<file path="src/sv/hkec_pkg.sv">
`timescale 1ns / 1ps
// ============================================================================
// Haptic knob effect controller package
// Constants, register codes and shared types.
// ============================================================================
package hkec_pkg;

    localparam int unsigned RAW_W   = 14;
    localparam int unsigned ANGLE_W = 15;
    localparam int unsigned HALF_W  = 14;
    localparam int unsigned DUTY_W  = 16;
    localparam int unsigned GAIN_W  = 10;
    localparam int unsigned MODE_W  = 3;
    localparam int unsigned LED_W   = 3;
    localparam int unsigned PROD_W  = ANGLE_W + GAIN_W;
    localparam int unsigned CFG_IDX_W  = 3;
    localparam int unsigned CFG_DATA_W = 16;
    localparam int unsigned S_TDATA_W  = 16;
    localparam int unsigned M_TDATA_W  = 56;

    localparam logic [RAW_W-1:0]   UNWRAP_LIMIT  = 14'd13000;
    localparam logic [ANGLE_W-1:0] UNWRAP_OFFSET = 15'd16398;
    localparam logic [DUTY_W-1:0]  DUTY_MAX      = 16'hFFFF;

    localparam logic [MODE_W-1:0] MODE_NONE    = 3'd0;
    localparam logic [MODE_W-1:0] MODE_SPRING  = 3'd1;
    localparam logic [MODE_W-1:0] MODE_WALL    = 3'd2;
    localparam logic [MODE_W-1:0] MODE_TEXTURE = 3'd3;
    localparam logic [MODE_W-1:0] MODE_DAMPER  = 3'd4;

    localparam logic [CFG_IDX_W-1:0] REG_EFFECT_MODE  = 3'd0;
    localparam logic [CFG_IDX_W-1:0] REG_CENTER_ANGLE = 3'd1;
    localparam logic [CFG_IDX_W-1:0] REG_BAND_HALF    = 3'd2;
    localparam logic [CFG_IDX_W-1:0] REG_WALL_ANGLE   = 3'd3;
    localparam logic [CFG_IDX_W-1:0] REG_DUTY_BASE    = 3'd4;
    localparam logic [CFG_IDX_W-1:0] REG_SPRING_GAIN  = 3'd5;
    localparam logic [CFG_IDX_W-1:0] REG_TEXTURE_GAIN = 3'd6;
    localparam logic [CFG_IDX_W-1:0] REG_DAMPER_GAIN  = 3'd7;

    localparam logic [ANGLE_W-1:0] RST_CENTER_ANGLE = 15'd20000;
    localparam logic [HALF_W-1:0]  RST_BAND_HALF    = 14'd2000;
    localparam logic [ANGLE_W-1:0] RST_WALL_ANGLE   = 15'd22000;
    localparam logic [DUTY_W-1:0]  RST_DUTY_BASE    = 16'h3000;
    localparam logic [GAIN_W-1:0]  RST_SPRING_GAIN  = 10'd20;
    localparam logic [GAIN_W-1:0]  RST_TEXTURE_GAIN = 10'd500;
    localparam logic [GAIN_W-1:0]  RST_DAMPER_GAIN  = 10'd400;

    typedef struct packed {
        logic [MODE_W-1:0]  effect_mode;
        logic [ANGLE_W-1:0] center_angle;
        logic [HALF_W-1:0]  band_half_width;
        logic [ANGLE_W-1:0] wall_angle;
        logic [DUTY_W-1:0]  duty_base;
        logic [GAIN_W-1:0]  spring_gain;
        logic [GAIN_W-1:0]  texture_gain;
        logic [GAIN_W-1:0]  damper_gain;
    } t_cfg;

    // leds: bit 0 LED one, bit 1 LED two, bit 2 LED three
    typedef struct packed {
        logic [ANGLE_W-1:0] last_angle;
        logic [DUTY_W-1:0]  velocity;
        logic [DUTY_W-1:0]  forward_duty;
        logic [DUTY_W-1:0]  backward_duty;
        logic [LED_W-1:0]   leds;
    } t_state;

endpackage

</file>
<file path="src/sv/hkec_effect_core.sv">
`timescale 1ns / 1ps
// ============================================================================
// Haptic knob effect core
// Angle unwrap and effect update for one request, purely combinational.
// ============================================================================
module hkec_effect_core
    import hkec_pkg::*;
(
    input  t_cfg               i_cfg,
    input  t_state             i_state,
    input  logic [RAW_W-1:0]   i_raw_angle,
    input  logic               i_period_tick,
    output t_state             o_state,
    output logic [ANGLE_W-1:0] o_unwrapped_angle
);

    logic [ANGLE_W-1:0] w_angle;
    logic [DUTY_W-1:0]  w_band_hi;
    logic [DUTY_W-1:0]  w_angle_plus_h;
    logic               w_above;
    logic               w_below;
    logic [ANGLE_W-1:0] w_diff;
    logic [DUTY_W-1:0]  w_vel;
    logic               w_damper;
    logic               w_band_mode;
    logic [ANGLE_W-1:0] w_mul_a;
    logic [GAIN_W-1:0]  w_mul_b;
    logic [PROD_W-1:0]  w_prod;
    logic [PROD_W:0]    w_sum;
    logic [DUTY_W-1:0]  w_sat;

    assign w_angle = (i_raw_angle < UNWRAP_LIMIT)
                   ? ANGLE_W'(i_raw_angle) + UNWRAP_OFFSET
                   : ANGLE_W'(i_raw_angle);
    assign o_unwrapped_angle = w_angle;

    assign w_band_hi      = {1'b0, i_cfg.center_angle} + {2'b00, i_cfg.band_half_width};
    assign w_angle_plus_h = {1'b0, w_angle} + {2'b00, i_cfg.band_half_width};
    assign w_above = (w_angle > i_cfg.center_angle) && ({1'b0, w_angle} < w_band_hi);
    assign w_below = (w_angle < i_cfg.center_angle)
                  && (w_angle_plus_h > {1'b0, i_cfg.center_angle});
    assign w_diff  = (w_angle > i_cfg.center_angle) ? w_angle - i_cfg.center_angle
                                                     : i_cfg.center_angle - w_angle;

    assign w_vel = i_period_tick ? ({1'b0, w_angle} - {1'b0, i_state.last_angle})
                                 : i_state.velocity;

    assign w_damper    = (i_cfg.effect_mode == MODE_DAMPER);
    assign w_band_mode = !w_damper;
    assign w_mul_a     = w_damper ? w_vel[ANGLE_W-1:0] : w_diff;
    assign w_mul_b     = w_damper ? i_cfg.damper_gain
                       : ((i_cfg.effect_mode == MODE_TEXTURE) ? i_cfg.texture_gain
                                                              : i_cfg.spring_gain);
    assign w_prod = PROD_W'(w_mul_a) * PROD_W'(w_mul_b);
    assign w_sum  = {1'b0, w_prod}
                  + (w_band_mode ? (PROD_W+1)'(i_cfg.duty_base) : '0);
    assign w_sat  = (|w_sum[PROD_W:DUTY_W]) ? DUTY_MAX : w_sum[DUTY_W-1:0];

    always_comb begin
        o_state = i_state;
        case (i_cfg.effect_mode)
            MODE_SPRING, MODE_TEXTURE: begin
                if (w_above) begin
                    o_state.forward_duty  = '0;
                    o_state.backward_duty = w_sat;
                    o_state.leds[0]       = 1'b1;
                end else if (w_below) begin
                    o_state.forward_duty  = w_sat;
                    o_state.backward_duty = '0;
                    o_state.leds[1]       = 1'b1;
                end else begin
                    o_state.forward_duty  = '0;
                    o_state.backward_duty = '0;
                    o_state.leds[1:0]     = 2'b00;
                end
            end
            MODE_WALL: begin
                if (w_angle > i_cfg.wall_angle && i_state.last_angle < i_cfg.wall_angle) begin
                    o_state.leds[1:0]     = 2'b01;
                    o_state.backward_duty = '0;
                    o_state.forward_duty  = DUTY_MAX;
                end else if (w_angle < i_cfg.wall_angle
                             && i_state.last_angle > i_cfg.wall_angle) begin
                    o_state.forward_duty = '0;
                    o_state.leds[1:0]    = 2'b10;
                end
                o_state.last_angle = w_angle;
            end
            MODE_DAMPER: begin
                o_state.velocity = w_vel;
                if (i_period_tick) begin
                    o_state.last_angle = w_angle;
                end
                if (w_vel[DUTY_W-1]) begin
                    o_state.forward_duty  = '0;
                    o_state.backward_duty = '0;
                    o_state.leds          = 3'b010;
                end else if (w_vel != '0) begin
                    o_state.backward_duty = w_sat;
                    o_state.forward_duty  = '0;
                    o_state.leds          = 3'b001;
                end else begin
                    o_state.leds = 3'b000;
                end
            end
            default: begin
                o_state = i_state;
            end
        endcase
    end

endmodule

</file>
<file path="src/sv/haptic_knob_effect_controller.sv">
`timescale 1ns / 1ps
// ============================================================================
// Haptic knob effect controller
// Spring, wall, texture and damper effects on an unwrapped encoder angle.
// ============================================================================
// One request per clock is taken while the output is not stalled. The request
// lands in an input register, and from there the effect core (one 15x10
// multiplier, a saturating add and the band compares) loads the result register
// when the output is free; that register also holds the duties, LEDs and damper
// history, and the result is presented from it.
// While a result waits on the output, one more request is taken into the
// input register and then the input stalls.
// Configuration writes are always ready and are meant for an idle block.
module haptic_knob_effect_controller
    import hkec_pkg::*;
(
    input  logic                  i_clk,
    input  logic                  i_rst_n,
    input  logic                  i_s_tvalid,
    output logic                  o_s_tready,
    input  logic [S_TDATA_W-1:0]  i_s_tdata,   // [13:0] raw_angle, rest zero
    input  logic                  i_s_tuser,   // [0] period_tick
    output logic                  o_m_tvalid,
    input  logic                  i_m_tready,
    // [15:0] forward_duty, [31:16] backward_duty, [32] led_one, [33] led_two,
    // [34] led_three, [49:35] unwrapped_angle, rest zero
    output logic [M_TDATA_W-1:0]  o_m_tdata,
    input  logic                  i_cfg_valid,
    output logic                  o_cfg_ready,
    input  logic [CFG_IDX_W-1:0]  i_cfg_index,
    input  logic [CFG_DATA_W-1:0] i_cfg_wdata
);

    t_cfg               r_cfg;
    logic               r_in_valid;
    logic [RAW_W-1:0]   r_raw_angle;
    logic               r_tick;
    logic               r_out_valid;
    t_state             r_state;
    logic [ANGLE_W-1:0] r_unwrapped;

    t_state             n_state;
    logic [ANGLE_W-1:0] n_unwrapped;
    logic               w_advance;
    logic               w_s_accept;

    assign o_cfg_ready = 1'b1;

    always_ff @(posedge i_clk) begin
        if (!i_rst_n) begin
            r_cfg.effect_mode     <= MODE_NONE;
            r_cfg.center_angle    <= RST_CENTER_ANGLE;
            r_cfg.band_half_width <= RST_BAND_HALF;
            r_cfg.wall_angle      <= RST_WALL_ANGLE;
            r_cfg.duty_base       <= RST_DUTY_BASE;
            r_cfg.spring_gain     <= RST_SPRING_GAIN;
            r_cfg.texture_gain    <= RST_TEXTURE_GAIN;
            r_cfg.damper_gain     <= RST_DAMPER_GAIN;
        end else if (i_cfg_valid) begin
            case (i_cfg_index)
                REG_EFFECT_MODE:  r_cfg.effect_mode     <= i_cfg_wdata[MODE_W-1:0];
                REG_CENTER_ANGLE: r_cfg.center_angle    <= i_cfg_wdata[ANGLE_W-1:0];
                REG_BAND_HALF:    r_cfg.band_half_width <= i_cfg_wdata[HALF_W-1:0];
                REG_WALL_ANGLE:   r_cfg.wall_angle      <= i_cfg_wdata[ANGLE_W-1:0];
                REG_DUTY_BASE:    r_cfg.duty_base       <= i_cfg_wdata[DUTY_W-1:0];
                REG_SPRING_GAIN:  r_cfg.spring_gain     <= i_cfg_wdata[GAIN_W-1:0];
                REG_TEXTURE_GAIN: r_cfg.texture_gain    <= i_cfg_wdata[GAIN_W-1:0];
                REG_DAMPER_GAIN:  r_cfg.damper_gain     <= i_cfg_wdata[GAIN_W-1:0];
                default:          r_cfg                 <= r_cfg;
            endcase
        end
    end

    assign w_advance  = r_in_valid && (!r_out_valid || i_m_tready);
    assign o_s_tready = !r_in_valid || w_advance;
    assign w_s_accept = i_s_tvalid && o_s_tready;

    always_ff @(posedge i_clk) begin
        if (!i_rst_n) begin
            r_in_valid <= 1'b0;
        end else if (w_s_accept) begin
            r_in_valid <= 1'b1;
        end else if (w_advance) begin
            r_in_valid <= 1'b0;
        end
    end

    // hold the request until the core has taken it
    always_ff @(posedge i_clk) begin
        if (w_s_accept) begin
            r_raw_angle <= i_s_tdata[RAW_W-1:0];
            r_tick      <= i_s_tuser;
        end
    end

    hkec_effect_core u_core (
        .i_cfg             (r_cfg),
        .i_state           (r_state),
        .i_raw_angle       (r_raw_angle),
        .i_period_tick     (r_tick),
        .o_state           (n_state),
        .o_unwrapped_angle (n_unwrapped)
    );

    always_ff @(posedge i_clk) begin
        if (!i_rst_n) begin
            r_out_valid <= 1'b0;
            r_state     <= '0;
        end else begin
            if (w_advance) begin
                r_out_valid <= 1'b1;
                r_state     <= n_state;
            end else if (i_m_tready) begin
                r_out_valid <= 1'b0;
            end
        end
    end

    always_ff @(posedge i_clk) begin
        if (w_advance) begin
            r_unwrapped <= n_unwrapped;
        end
    end

    assign o_m_tvalid = r_out_valid;
    assign o_m_tdata  = {6'b000000, r_unwrapped, r_state.leds,
                         r_state.backward_duty, r_state.forward_duty};

endmodule

</file>
<file path="config.mk">
export PLATFORM = sky130hd
export DESIGN_NAME = haptic_knob_effect_controller
export DESIGN_NICKNAME = d
export VERILOG_FILES = /design/src/sv/hkec_pkg.sv /design/src/sv/hkec_effect_core.sv /design/src/sv/haptic_knob_effect_controller.sv
export SDC_FILE = /design/constraint.sdc
export NUM_CORES = 1
export LEC_CHECK = 0
export ABC_CLOCK_PERIOD_IN_PS = 20500
export BUFFER_PORTS_ARGS = -buffer_cell sky130_fd_sc_hd__buf_2
export CELL_PAD_IN_SITES_DETAIL_PLACEMENT = 1
export CELL_PAD_IN_SITES_GLOBAL_PLACEMENT = 2
export CORE_UTILIZATION = 42
export CTS_BUF_LIST = sky130_fd_sc_hd__clkbuf_8
export DETAILED_ROUTE_END_ITERATION = 12
export PLACE_DENSITY_LB_ADDON = 0.1
export SLEW_MARGIN = 20
export SYNTH_ARGS = -nofsm -noshare
export SYNTH_HDL_FRONTEND = slang
export SYNTH_SLANG_ARGS = --single-unit
</file>
<file path="constraint.sdc">
create_clock -name i_clk -period 20.5 [get_ports i_clk]
set_input_delay 2.05 -clock i_clk [delete_from_list [all_inputs] [get_ports i_clk]]
set_output_delay 2.05 -clock i_clk [all_outputs]
set_load 0.03 [all_outputs]
</file>
Word-level counts from Yosys, hierarchy flattened
Cells that the tools add are included.
- $add $sub $neg: 7
- multiply operators: 1
- divide/modulo/power cells: 0
- magnitude comparators: 9
- equality and inequality tests: 17
- shift-type cells: 0
- mux-type cells: 30
- bitwise operators: 0
- reductions and logical operators: 32
- operators by type and width (operator ; count):
    $mux W16 ; 6
    $mux W32 ; 3
    $pmux W32 S3 ; 1
    $mux W15 ; 4
    $gt A15 B15 Y1 ; 3
    $lt A15 B15 Y1 ; 3
    $mux W35 ; 1
    $add A15 B14 Y16 ; 2
    $pmux W15 S2 ; 1
    $sub A15 B15 Y15 ; 2
    $add A25 B26 Y26 ; 1
    $mul A15 B10 Y25 ; 1
    $mux W10 ; 2
    $reduce_and A2 Y1 ; 9
    $gt A16 B15 Y1 ; 1
    $lt A15 B16 Y1 ; 1
    $reduce_and A4 Y1 ; 4
    $reduce_bool A16 Y1 ; 1
    $sub A15 B15 Y16 ; 1
    $add A14 B15 Y15 const B ; 1
    $eq A3 B3 Y1 const B ; 5
    $lt A14 B14 Y1 const B ; 1
    $eq A3 B2 Y1 const B ; 4
    $reduce_or A10 Y1 ; 1
    other kinds (16) ; 37
- bits in registers: 191
- latch bits: 0
- RAM bits: 0
- bits in read-only memories: 0
- input port bits: 41
- output and inout bits: 59
- logic and storage cells: 116
- memories: 0

Depth between registers and ports, before layout
Gate-level depths: netlist (run 1).
- depth after elaboration: 12
- gate-level depth with buffers: 42
- depth with buffers taken out: 38

By module
From an unflattened synthesis (run 1), not the netlist that was laid out.
- cell total of the unflattened synthesis: 2423
- area, all modules: 19882.8 um^2
- by module, submodules not included (module ; times used ; cells an instance ; area an instance (um^2) ; seq. area each (um^2)):
    hkec_effect_core ; 1 ; 1708 ; 12624.6 ; 0.0
    haptic_knob_effect_controller ; 1 ; 715 ; 7258.2 ; 4124.0

Worst setup path before layout (run 1)
No wires, ideal clock.
- path type: register to register
- start: reg r_raw_angle[3]
- end: reg r_state, in the netlist o_m_tdata[15]
- setup time: 0.133 ns
- arrival: 9.472 ns
- required time: 20.367 ns
- setup slack: 10.895 ns
- stages on the path, launching flop included: 40
- path buffers: 4
- clock period less this slack: 9.605 ns
- cell sequence: edfxtp_1 o311a_1 o21a_1 o311a_1 clkbuf_1 clkinv_1 o31ai_1 xor2_1 inv_1 ha_1 buf_2 a21o_1 or3_1 o21ai_2 o211ai_2 nand2_2 buf_4 mux2i_1 [4 not listed] fa_1 inv_1 fa_1 fa_1 inv_1 fa_1 inv_1 ha_1 a211oi_1 o21ai_0 nand2_1 o22ai_1 or4b_1 o211ai_1 o2111ai_2 buf_2 nor4_1 o21ai_0
- longest elaborated chain between the ends: 12
- elaborated cells between the ends (all ways): 33
- classes of those cells: 6 x add/sub; 1 x mul; 7 x order compare; 2 x eq/ne; 10 x mux; 7 x reduce/logical
- ends and longest elaborated chain (element ; RTL line ; source):
    start: declaration ; haptic_knob_effect_controller.sv:36 ; logic [RAW_W-1:0] r_raw_angle;
    start signal: assignment ; haptic_knob_effect_controller.sv:91 ; r_raw_angle <= i_s_tdata[RAW_W-1:0];
    $add A14 B15 Y15 or $lt A14 B14 Y1 (tied branches) ; hkec_effect_core.sv:33, hkec_effect_core.sv:32 ;
    $mux W15 * ; hkec_effect_core.sv:33 ; ? ANGLE_W'(i_raw_angle) + UNWRAP_OFFSET
    $sub A15 B15 Y15 (tied with other cells) ; hkec_effect_core.sv:43 ; : i_cfg.center_angle - w_angle;
    $mux W15 or $mux W16 (tied branches) ; hkec_effect_core.sv:42, hkec_effect_core.sv:45 ;
    $mux W15 ; hkec_effect_core.sv:50 ; assign w_mul_a = w_damper ? w_vel[ANGLE_W-1:0] : w_diff;
    $mul A15 B10 Y25 ; hkec_effect_core.sv:54 ; assign w_prod = PROD_W'(w_mul_a) * PROD_W'(w_mul_b);
    $add A25 B26 Y26 ; hkec_effect_core.sv:56 ; + (w_band_mode ? (PROD_W+1)'(i_cfg.duty_base) : '0);
    $reduce_or A10 Y1 ; hkec_effect_core.sv:57 ; assign w_sat = (|w_sum[PROD_W:DUTY_W]) ? DUTY_MAX : w_sum[DUTY_W-1:0];
    $mux W16 ; hkec_effect_core.sv:57 ;
    $mux W32 ; hkec_effect_core.sv:67 ; end else if (w_below) begin
    $mux W32 ; hkec_effect_core.sv:63 ; if (w_above) begin
    $pmux W32 S3 ; hkec_effect_core.sv:61 ; case (i_cfg.effect_mode)
    end signal: assignment ; haptic_knob_effect_controller.sv:112 ; r_state <= n_state;
    end: declaration ; haptic_knob_effect_controller.sv:39 ; t_state r_state;
Mark *: on every way between the ends. The rest lies on a longest branch, timed or not.
A chain may end at the register's enable or synchronous reset.

Final worst setup path (run 1)
Same ends and word-level chain as after synthesis.

==> results.py, run 1 <==
metrics = {
    "synthesis": {
        "synthCells": 2285,
        "synth_edf_count": 30,
        "synth_warnings": 0,
        "synthDistinctLibCells": 92,
        "ys_async_sr_fraction": 0,
        "syn_avg_cell_area_um2": 8.17,
        "synth.cell_area_mm2": 0.0187,
        "synthTopCellsByArea": "dfxtp_1 17%, fa_1 13%, ha_1 13%",
        "synth_seq_cells": 190,
        "synth.top_cell.area_share": 0.172,
        "synth_top_flop_cell": "dfxtp_1",
        "yosys.area.top_type": "dfxtp_1",
        "ys_seq_area_frac": 0.220,
    },
    "global_routing": {
        "grt_pass1_vias": 16960,
        "grt_pass1_wl_mm": 98.2,
        "antenna_found_initial": 0,
        "groute.usage.overall": 0.289,
        "grt_max_degree": 65,
        "grt.overflow.total": 0,
    },
    "placement": {
        "io_buffers": 89,
        "dp_cells": 2867,
        "place_hpwl_mm": 50.8,
        "gp_congestion": 0.951,
    },
    "worst_setup_path": {
        "worstSetupStartpoint": "r_raw_angle[3]",
        "path_class": "flop to flop",
        "slowest_delay_ps": 790,
        "crit_arrival_ps": 13130,
        "critPathMaxFanout": 17,
        "r2r_slack_ps": 7810,
        "worst_path_max_delay_cell": "o21ai_0",
        "critical_path.startpoint_type": "flop",
        "r2r_end": "o_m_tdata[15]",
        "r2r-start": "r_raw_angle[3]",
        "cpMostUsedCell": "fa_1",
        "cp-end-kind": "flop",
        "critPathRequiredTime_ps": 20940,
        "reg2reg_depth": 34,
    },
    "clock_network": {
        "h-tree-depth": 4,
        "cts_tree": "done",
        "cts_buffers": 17,
        "cts_buffer_depth": 2,
        "clock_sinks": 190,
        "post_cts_buffers": 0,
        "insertion_delay_ps": 580,
        "clk_pin_slew_worst_paths_ps": 110,
        "ctsResizeCount": 0,
        "clk_root_buffer_cell": "clkbuf_8",
        "postCtsHoldBufs": 0,
    },
    "floorplanning": {
        "die_w_um": 213,
        "start_util": 0.430,
        "rows": 76,
        "die-area_mm2": 0.0453,
        "io_pins": 100,
        "fp.coreArea_mm2": 0.0435,
        "die_h_um": 213,
    },
    "drt": {
        "ant_nets": 0,
        "drc_errors": 0,
        "wl_per_cell_um": 22.0,
        "drt_iter0_drc": 875,
        "drtPass1Iterations": 6,
        "postRouteWirelength_mm": 63.7,
        "drt-vias-per-instance": 5.63,
        "num_vias": 16333,
    },
    "final_layout": {
        "syn2layout_area_growth_pct": 6.25,
        "nets": 2665,
        "most-common-layout-cells": "306 x nand2_1, 238 x inv_1, 198 x ha_1, 186 x a21oi_1, 175 x nor2_1",
        "final_common_cell": "nand2_1",
        "final_cells": 2900,
        "final_util": 0.456,
        "antennaDiodeCount": 0,
        "drive_gt1_frac": 0.0868,
    },
    "power_and_ir_drop": {
        "p_total_mw": 1.81,
        "peakVddDrop_mv": 0.0815,
        "p_per_area_mw_per_mm2": 91.4,
        "p_leak_nw": 8.83,
    },
    "worst_hold_path": {
        "hold_class": "flop to flop",
        "hp-start": "r_cfg[34]",
        "hold_path_depth": 2,
        "min_to": "r_cfg[34]",
    },
    "timing": {
        "setup_viol": 0,
        "hold_viol_final": 0,
        "rsz0062_at_grt": "no",
        "post-route-period-util": 0.619,
        "skew_ps": 15.7,
        "relSlewSlack": 0.263,
        "tightest_slew_ps": 1110,
        "max_freq_ghz": 0.0788,
        "timing.setup.tns_ps": 0,
        "layout_min_cycle_time_ps": 12690,
        "slew_viol_final": 0,
    },
    "outcome": {
        "status": "finished, final reports clean",
    },
    "flow_run": {
        "maxCapViolCount": 0,
    },
}
## worst max path at each step
stage                    end  slack (ps)  cells past startpoint
5_1_grt        o_m_tdata[10]        7170                     34
3_3_place_gp   o_m_tdata[15]        8030                     34
3_5_place_dp   o_m_tdata[15]        7800                     34
4_1_cts        o_m_tdata[15]        7720                     34
2_1_floorplan  o_m_tdata[15]       10900                     39
6_report       o_m_tdata[15]        7810                     34
## worst max-delay path, delay by kind of cell, from the launching register on
family | cells | cell delay [ps]
muxes | 1 | 790
buffers and inverters | 5 | 1300
adders and majority gates | 7 | 3510
xor gates and xnor gates | 1 | 200
AOI/OAI and AO/OA | 13 | 4190
and+or+nand+nor | 7 | 2080
DFF | 1 | 460
## power by group
| group | leakage (nW) | switching (mW) | internal, mW | total [mW] |
|---|---|---|---|---|
| combinational | 7.03 | 0.732 | 0.409 | 1.14 |
| clock | 0.215 | 0.170 | 0.106 | 0.276 |
| sequential | 1.58 | 0.00786 | 0.389 | 0.397 |
## cell type report
type	instances	area (um2)
sequential	190	4100
multi-input combinational	1736	13000
timing repair buffer	117	663
clock inverter	14	173
fill	5333	23600
inverter	240	902
tap	585	732
clock buffer	18	248
## logic make-up after synthesis
group,count (synthesis),synth area share
flip-flops,190,0.220
AND/OR/NAND/NOR,773,0.191
buffers and inverters,365,0.0853
adder cells (fa/ha/maj),322,0.266
multiplexers,30,0.0162
XOR/XNOR,58,0.0272
other,2,0.000402
AO/OA/AOI/OAI,545,0.194
## registers in the layout (all words and copies together) (netlist names)
name / flops
r_tick: 1
r_raw_angle: 14
r_cfg: 93
o_m_tdata: 34
r_in_valid: 1
r_state: 31
r_unwrapped: 15
o_m_tvalid: 1
## synth_stat cells (42+ instances only)
library cell  number
dfxtp_1          160
ha_1             198
nand2_1          306
a21oi_1          186
a21o_1            48
nand2b_1          42
nor2_1           175
inv_1            238
nand3_1           55
buf_4             45
clkbuf_1          58
o21ai_0           90
fa_1             124
## metal layers
metal / up-vias / wire, um / part of all wire / GRT usage
met3: 89 / 1760 / 0.028 / 0.0378
li1: 7803 / - / - / -
met5: - / 0 / 0 / 0
met4: 0 / 2550 / 0.040 / 0.124
met2: 298 / 31100 / 0.49 / 0.501
met1: 8143 / 28300 / 0.44 / 0.359
## through the flow
step           cell area, um2  setup slack, ps  hold slack [ps]
2_1_floorplan           18700            10900              432
3_3_place_gp            19400             8030              439
3_5_place_dp            19400             7800              444
4_1_cts                 19800             7720              460
5_1_grt                 19800             7170              482
6_report                19800             7810              460
No activity file was read; power rests on OpenSTA's default activity.
==> inputs of run 2 (changes only) <==
--- a/config.mk
+++ b/config.mk
@@ -5,11 +5,12 @@
 export SDC_FILE = /design/constraint.sdc
 export NUM_CORES = 1
 export LEC_CHECK = 0
-export ABC_CLOCK_PERIOD_IN_PS = 20500
+export ABC_AREA = 1
+export ABC_CLOCK_PERIOD_IN_PS = 12700
 export BUFFER_PORTS_ARGS = -buffer_cell sky130_fd_sc_hd__buf_2
 export CELL_PAD_IN_SITES_DETAIL_PLACEMENT = 1
 export CELL_PAD_IN_SITES_GLOBAL_PLACEMENT = 2
-export CORE_UTILIZATION = 42
+export CORE_UTILIZATION = 37
 export CTS_BUF_LIST = sky130_fd_sc_hd__clkbuf_8
 export DETAILED_ROUTE_END_ITERATION = 12
 export PLACE_DENSITY_LB_ADDON = 0.1
==> constraint.sdc (replaced) <==
create_clock -name i_clk -period 12.7 [get_ports i_clk]
set_input_delay 1.27 -clock i_clk [delete_from_list [all_inputs] [get_ports i_clk]]
set_output_delay 1.27 -clock i_clk [all_outputs]
set_load 0.03 [all_outputs]
==> run 2 against run 1 <==
  * Clock-buffer cell count shrank 1
  * Synthesized cell count grew 19%
  * Non-clock buffer count shrank 5
  * Sequential power grew 64%
  * Critical endpoint is now o_m_tdata[14]
  * Largest cell class unchanged
  * Area after synthesis grew 3.7%
  * Sequential share of layout area shrank 0.81 points
  * Final area grew 4.1%
  * Worst hold slack gained 6.0 ps
  * Register-to-register slack lost 5800 ps
  * Critical path depth grew 5
  * First-iteration DRC count grew 5.0%
  * Fmax grew 19%
==> results.py, run 2 <==
metrics = {
    "clock_network": {
        "postCtsHoldBufs": 0,
        "ctsResizeCount": 0,
        "clock_sinks": 190,
        "cts_buffer_depth": 2,
        "clk_root_buffer_cell": "clkbuf_8",
        "clk_pin_slew_worst_paths_ps": 120,
        "cts_buffers": 17,
        "post_cts_buffers": 0,
        "insertion_delay_ps": 590,
        "cts_tree": "done",
        "h-tree-depth": 4,
    },
    "synthesis": {
        "synthCells": 2728,
        "synth_warnings": 0,
        "yosysMostFrequentCell": "nand2_1",
        "synthTopCellsByArea": "dfxtp_1 17%, fa_1 13%, ha_1 13%",
        "ys_top_cells_by_count": "576 x nand2_1, 465 x inv_1, 267 x nor2_1",
        "ys_async_sr_fraction": 0,
        "synth_edf_count": 30,
        "syn_avg_cell_area_um2": 7.10,
        "ys_seq_area_frac": 0.212,
        "synthDistinctLibCells": 58,
        "synth_top_flop_cell": "dfxtp_1",
        "synth.top_cell.area_share": 0.165,
        "synth.cell_area_mm2": 0.0194,
        "yosys.area.top_type": "dfxtp_1",
        "synth_seq_cells": 190,
    },
    "drt": {
        "drc_errors": 0,
        "postRouteWirelength_mm": 70.7,
        "wl_per_cell_um": 20.5,
        "drtPass1Iterations": 5,
        "ant_nets": 0,
        "drt-vias-per-instance": 5.14,
        "drt_iter0_drc": 919,
        "num_vias": 17736,
    },
    "timing": {
        "post-route-period-util": 0.842,
        "tightest_slew_ps": 1010,
        "relSlewSlack": 0.319,
        "hold_viol_final": 0,
        "setup_viol": 0,
        "timing.setup.tns_ps": 0,
        "rsz0062_at_grt": "no",
        "skew_ps": 32.3,
        "layout_min_cycle_time_ps": 10700,
        "slew_viol_final": 0,
        "max_freq_ghz": 0.0935,
    },
    "worst_setup_path": {
        "crit_arrival_ps": 11190,
        "critical_path.startpoint_type": "flop",
        "cpMostUsedCell": "nand2_1",
        "slowest_delay_ps": 590,
        "critPathMaxFanout": 21,
        "path_class": "flop to flop",
        "critPathRequiredTime_ps": 13190,
        "cp-end-kind": "flop",
        "worst_path_max_delay_cell": "fa_1",
    },
    "final_layout": {
        "largest_register": "r_cfg",
        "stdcell_area_mm2": 0.0206,
        "drive_gt1_frac": 0.0845,
        "syn2layout_area_growth_pct": 6.59,
        "largest_reg_flops": 93,
        "antennaDiodeCount": 0,
        "final_util": 0.401,
        "fillers": 6624,
        "final_common_cell": "nand2_1",
        "ff_latch_area_mm2": 0.00410,
        "most-common-layout-cells": "576 x nand2_1, 465 x inv_1, 267 x nor2_1, 198 x a21oi_1, 198 x ha_1",
        "multiInputGateArea_mm2": 0.0128,
        "nets": 3119,
    },
    "global_routing": {
        "grt_pass1_vias": 18618,
        "grt_max_degree": 95,
        "grt.overflow.total": 0,
        "groute.usage.overall": 0.271,
        "antenna_found_initial": 2,
        "grt_pass1_wl_mm": 109,
    },
    "floorplanning": {
        "die-area_mm2": 0.0532,
        "fp.coreArea_mm2": 0.0515,
        "io_pins": 100,
        "rows": 83,
        "start_util": 0.376,
        "die_w_um": 231,
        "die_h_um": 231,
    },
    "power_and_ir_drop": {
        "p_per_area_mw_per_mm2": 223,
        "peakVddDrop_mv": 0.215,
        "p_leak_nw": 10.5,
    },
    "placement": {
        "gp_congestion": 0.935,
        "io_buffers": 89,
        "place_hpwl_mm": 57.4,
        "post_dp_cell_area_mm2": 0.0202,
    },
    "worst_hold_path": {
        "hold_class": "flop to flop",
    },
    "outcome": {
        "status": "finished, final reports clean",
    },
    "flow_run": {
        "maxCapViolCount": 0,
    },
}
[run 2: critical path: cells and delay by family (launching register included)]
kind | cells | cell delay, ps
flip-flops | 1 | 490
AO/OA/AOI/OAI | 9 | 2050
buffers and inverters | 6 | 1000
XOR/XNOR | 1 | 520
AND/OR/NAND/NOR | 16 | 2840
adder cells (fa/ha/maj) | 7 | 3680
[run 2: through the flow]
| step | worst slack [ps] | hold slack, ps | total power, mW | instances |
|---|---|---|---|---|
| after global routing | 1340 | 494 | 5.04 | 3449 |
| final | 2000 | 466 | 4.61 | 3449 |
| after floorplan | 4570 | 429 | 3.09 | 2734 |
| after detailed placement | 1990 | 446 | 4.19 | 3417 |
| after CTS | 1940 | 470 | 4.68 | 3449 |
| after global placement | 2060 | 438 | 4.14 | 3417 |
[run 2: final timing paths]
kind / startpoint / end / slack [ps] / cells past startpoint
hold reg to reg: r_cfg[45] / r_cfg[45] / 470 / 2
hold / removal: r_cfg[45] / r_cfg[45] / 470 / 2
setup reg to reg: r_raw_angle[4] / o_m_tdata[14] / 2000 / 39
setup / recovery: r_raw_angle[4] / o_m_tdata[14] / 2000 / 39
[run 2: layout make-up]
cell class | instances | share of cell area
clock buffer | 17 | 0.0113
inverter | 485 | 0.0882
tap | 680 | 0.0412
sequential | 190 | 0.199
multi-input combinational | 1950 | 0.621
clock inverter | 15 | 0.00928
timing repair buffer | 112 | 0.0301
[run 2: metal layers]
layer | share of wire | vias to the layer above | wire (um) | GRT usage
li1 | - | 8642 | - | -
met1 | 0.46 | 8760 | 32900 | 0.354
met2 | 0.49 | 266 | 34400 | 0.473
met3 | 0.026 | 68 | 1830 | 0.0261
met4 | 0.022 | 0 | 1540 | 0.0791
met5 | 0 | - | 0 | 0
[run 2: power breakdown]
part | switching (mW) | internal [mW] | leakage (nW)
Sequential | 0.0163 | 0.634 | 1.59
Combinational | 2.44 | 1.06 | 8.75
Clock | 0.290 | 0.168 | 0.202
[run 2: logic make-up after synthesis]
group                    Yosys count  synth area share
AO/OA/AOI/OAI                    426             0.123
XOR/XNOR                          68            0.0308
AND/OR/NAND/NOR                 1126             0.250
flip-flops                       190             0.212
buffers and inverters            594             0.128
adder cells (fa/ha/maj)          322             0.256
other                              2          0.000388
==> inputs of run 3 (changes only) <==
--- a/config.mk
+++ b/config.mk
@@ -5,12 +5,12 @@
 export SDC_FILE = /design/constraint.sdc
 export NUM_CORES = 1
 export LEC_CHECK = 0
-export ABC_AREA = 1
-export ABC_CLOCK_PERIOD_IN_PS = 12700
+export ABC_AREA = 0
+export ABC_CLOCK_PERIOD_IN_PS = 8700
 export BUFFER_PORTS_ARGS = -buffer_cell sky130_fd_sc_hd__buf_2
 export CELL_PAD_IN_SITES_DETAIL_PLACEMENT = 1
 export CELL_PAD_IN_SITES_GLOBAL_PLACEMENT = 2
-export CORE_UTILIZATION = 37
+export CORE_UTILIZATION = 36
 export CTS_BUF_LIST = sky130_fd_sc_hd__clkbuf_8
 export DETAILED_ROUTE_END_ITERATION = 12
 export PLACE_DENSITY_LB_ADDON = 0.1
==> constraint.sdc (replaced) <==
create_clock -name i_clk -period 8.7 [get_ports i_clk]
set_input_delay 0.87 -clock i_clk [delete_from_list [all_inputs] [get_ports i_clk]]
set_output_delay 0.87 -clock i_clk [all_outputs]
set_load 0.03 [all_outputs]
==> run 3 against run 2 <==
  * The run now ends with design-rule violations, negative setup slack left
  * Sequential share of layout area shrank 2.9 points
  * Total power increased by 38%
  * Via count rose by 0.82%
  * Worst setup slack got worse by 2800 ps
  * Clock-buffer cell count up 3
  * Routed wire length increased by 5.8%
  * Global-route usage grew 1.4 points
  * Critical path depth grew 3
  * Final cell count shrank 2.5%
  * Sequential power rose by 44%
  * Die area shrank 0.90%
  * Register-to-register slack worse by 2800 ps
  * Critical endpoint is now o_m_tdata[0]
  * Largest cell class unchanged
==> results.py, run 3 (synthesis results as in run 1) <==
metrics = {
    "outcome": {
        "status": "finished with violations",
        "violations": "design-rule violations, negative setup slack",
    },
    "clock_network": {
        "insertion_delay_ps": 570,
        "clock_sinks": 190,
        "cts_buffers": 17,
        "cts_tree": "done",
        "h-tree-depth": 4,
        "clk_root_buffer_cell": "clkbuf_8",
        "cts_buffer_depth": 2,
        "clk_pin_slew_worst_paths_ps": 100,
    },
    "global_routing": {
        "grt_pass1_vias": 19135,
        "groute.usage.overall": 0.286,
        "grt.overflow.total": 0,
        "grt_pass1_wl_mm": 114,
        "grt_max_degree": 73,
        "antenna_found_initial": 1,
    },
    "timing": {
        "post-route-period-util": 1.09,
        "setup_viol": 32,
        "slew_viol_final": 0,
        "hold_viol_final": 0,
        "layout_min_cycle_time_ps": 9520,
        "rsz0062_at_grt": "yes",
        "relSlewSlack": 0.265,
        "worst_slack_ps": -819,
        "skew_ps": 17.4,
        "max_freq_ghz": 0.105,
        "fin_hold_ws_ps": 461,
        "timing.setup.tns_ps": -23500,
        "tightest_slew_ps": 1100,
    },
    "placement": {
        "dp_cells": 3275,
        "gp_congestion": 0.995,
        "dp_slack_ps": -1170,
        "io_buffers": 89,
        "place_hpwl_mm": 59.9,
    },
    "final_layout": {
        "largest_register": "r_cfg",
        "nets": 3033,
        "final_common_cell": "buf_4",
        "final_cells": 3363,
        "drive_gt1_frac": 0.273,
        "syn2layout_area_growth_pct": 29.4,
        "antennaDiodeCount": 0,
        "largest_reg_flops": 93,
        "fillers": 6146,
        "most-common-layout-cells": "368 x buf_4, 298 x nand2_1, 220 x inv_1, 180 x ha_1, 172 x a21oi_1",
    },
    "worst_setup_path": {
        "path_class": "flop to flop",
        "critPathRequiredTime_ps": 9160,
        "worst_path_max_delay_cell": "fa_1",
        "critical_path.startpoint_type": "flop",
        "cp-end-kind": "flop",
        "crit_arrival_ps": 9980,
        "slowest_delay_ps": 590,
        "critPathMaxFanout": 8,
        "cpMostUsedCell": "buf_12",
    },
    "drt": {
        "postRouteWirelength_mm": 74.7,
        "drc_errors": 2,
        "ant_nets": 0,
        "wl_per_cell_um": 22.2,
        "drt_iter0_drc": 652,
        "num_vias": 17881,
        "drtPass1Iterations": 9,
        "drt-vias-per-instance": 5.32,
    },
    "power_and_ir_drop": {
        "peakVddDrop_mv": 0.235,
        "p_total_mw": 6.35,
        "p_leak_nw": 10.9,
        "p_per_area_mw_per_mm2": 263,
    },
    "floorplanning": {
        "io_pins": 100,
        "die-area_mm2": 0.0528,
        "die_h_um": 230,
        "rows": 83,
        "start_util": 0.364,
        "fp.coreArea_mm2": 0.0513,
        "die_w_um": 230,
    },
    "worst_hold_path": {
        "hold_class": "flop to flop",
    },
    "flow_run": {
        "maxCapViolCount": 0,
    },
}
-- run 3: area by class of cell --
cell class              instances  area (um2)  share of cell area
flip-flops and latches        190        4100               0.170
well taps                     680         851              0.0352
inverters                     240         917              0.0380
multi-input cells            1737       14200               0.589
clock inverters                12         134             0.00554
repair buffers                484        3640               0.151
clock buffers                  20         275              0.0114
-- run 3: worst paths after layout --
path	from	slack [ps]	to	depth (start not counted)
min	r_state[39]	460	r_state[39]	2
max	r_raw_angle[3]	-820	o_m_tdata[0]	42
min reg2reg	r_state[39]	460	r_state[39]	2
max reg2reg	r_raw_angle[3]	-820	o_m_tdata[0]	42
-- run 3: what timing repair did --
item | in CTS | in global routing
buffers inserted | 34 | 22
hold buffers | 0 | 0
setup endpoints to repair | 32 | 32
pin swaps | 50 | 50
resized for setup | 158 | 66
cloned | 4 | 0
-- run 3: metal layers --
layer | share of wire | up-vias | GRT usage
met5 | 0.00017 | - | 0
met4 | 0.048 | 2 | 0.132
met3 | 0.024 | 137 | 0.0356
met2 | 0.50 | 288 | 0.511
met1 | 0.43 | 8913 | 0.339
li1 | - | 8541 | -
-- run 3: critical path: cells and delay by family (launching register included) --
family                     cells  cell delay, ps
and+or+nand+nor                7            1520
adders and majority gates      7            2890
AOI/OAI and AO/OA             12            2190
xor gates and xnor gates       2             300
muxes                          2             590
buffers and inverters         12            1510
DFF                            1             420
-- run 3: per-stage QoR --
stage,util,area (um2)
after floorplan,-,19000
after global placement,0.432,22200
after global routing,0.471,24200
after detailed placement,0.433,22200
final,0.471,24200
after CTS,0.463,23700
-- run 3: report_power, final --
group / switching (mW) / total [mW] / internal, mW
clock: 0.368 / 0.649 / 0.281
combinational: 2.56 / 4.77 / 2.21
sequential: 0.0178 / 0.934 / 0.916
total: 2.94 / 6.35 / 3.41
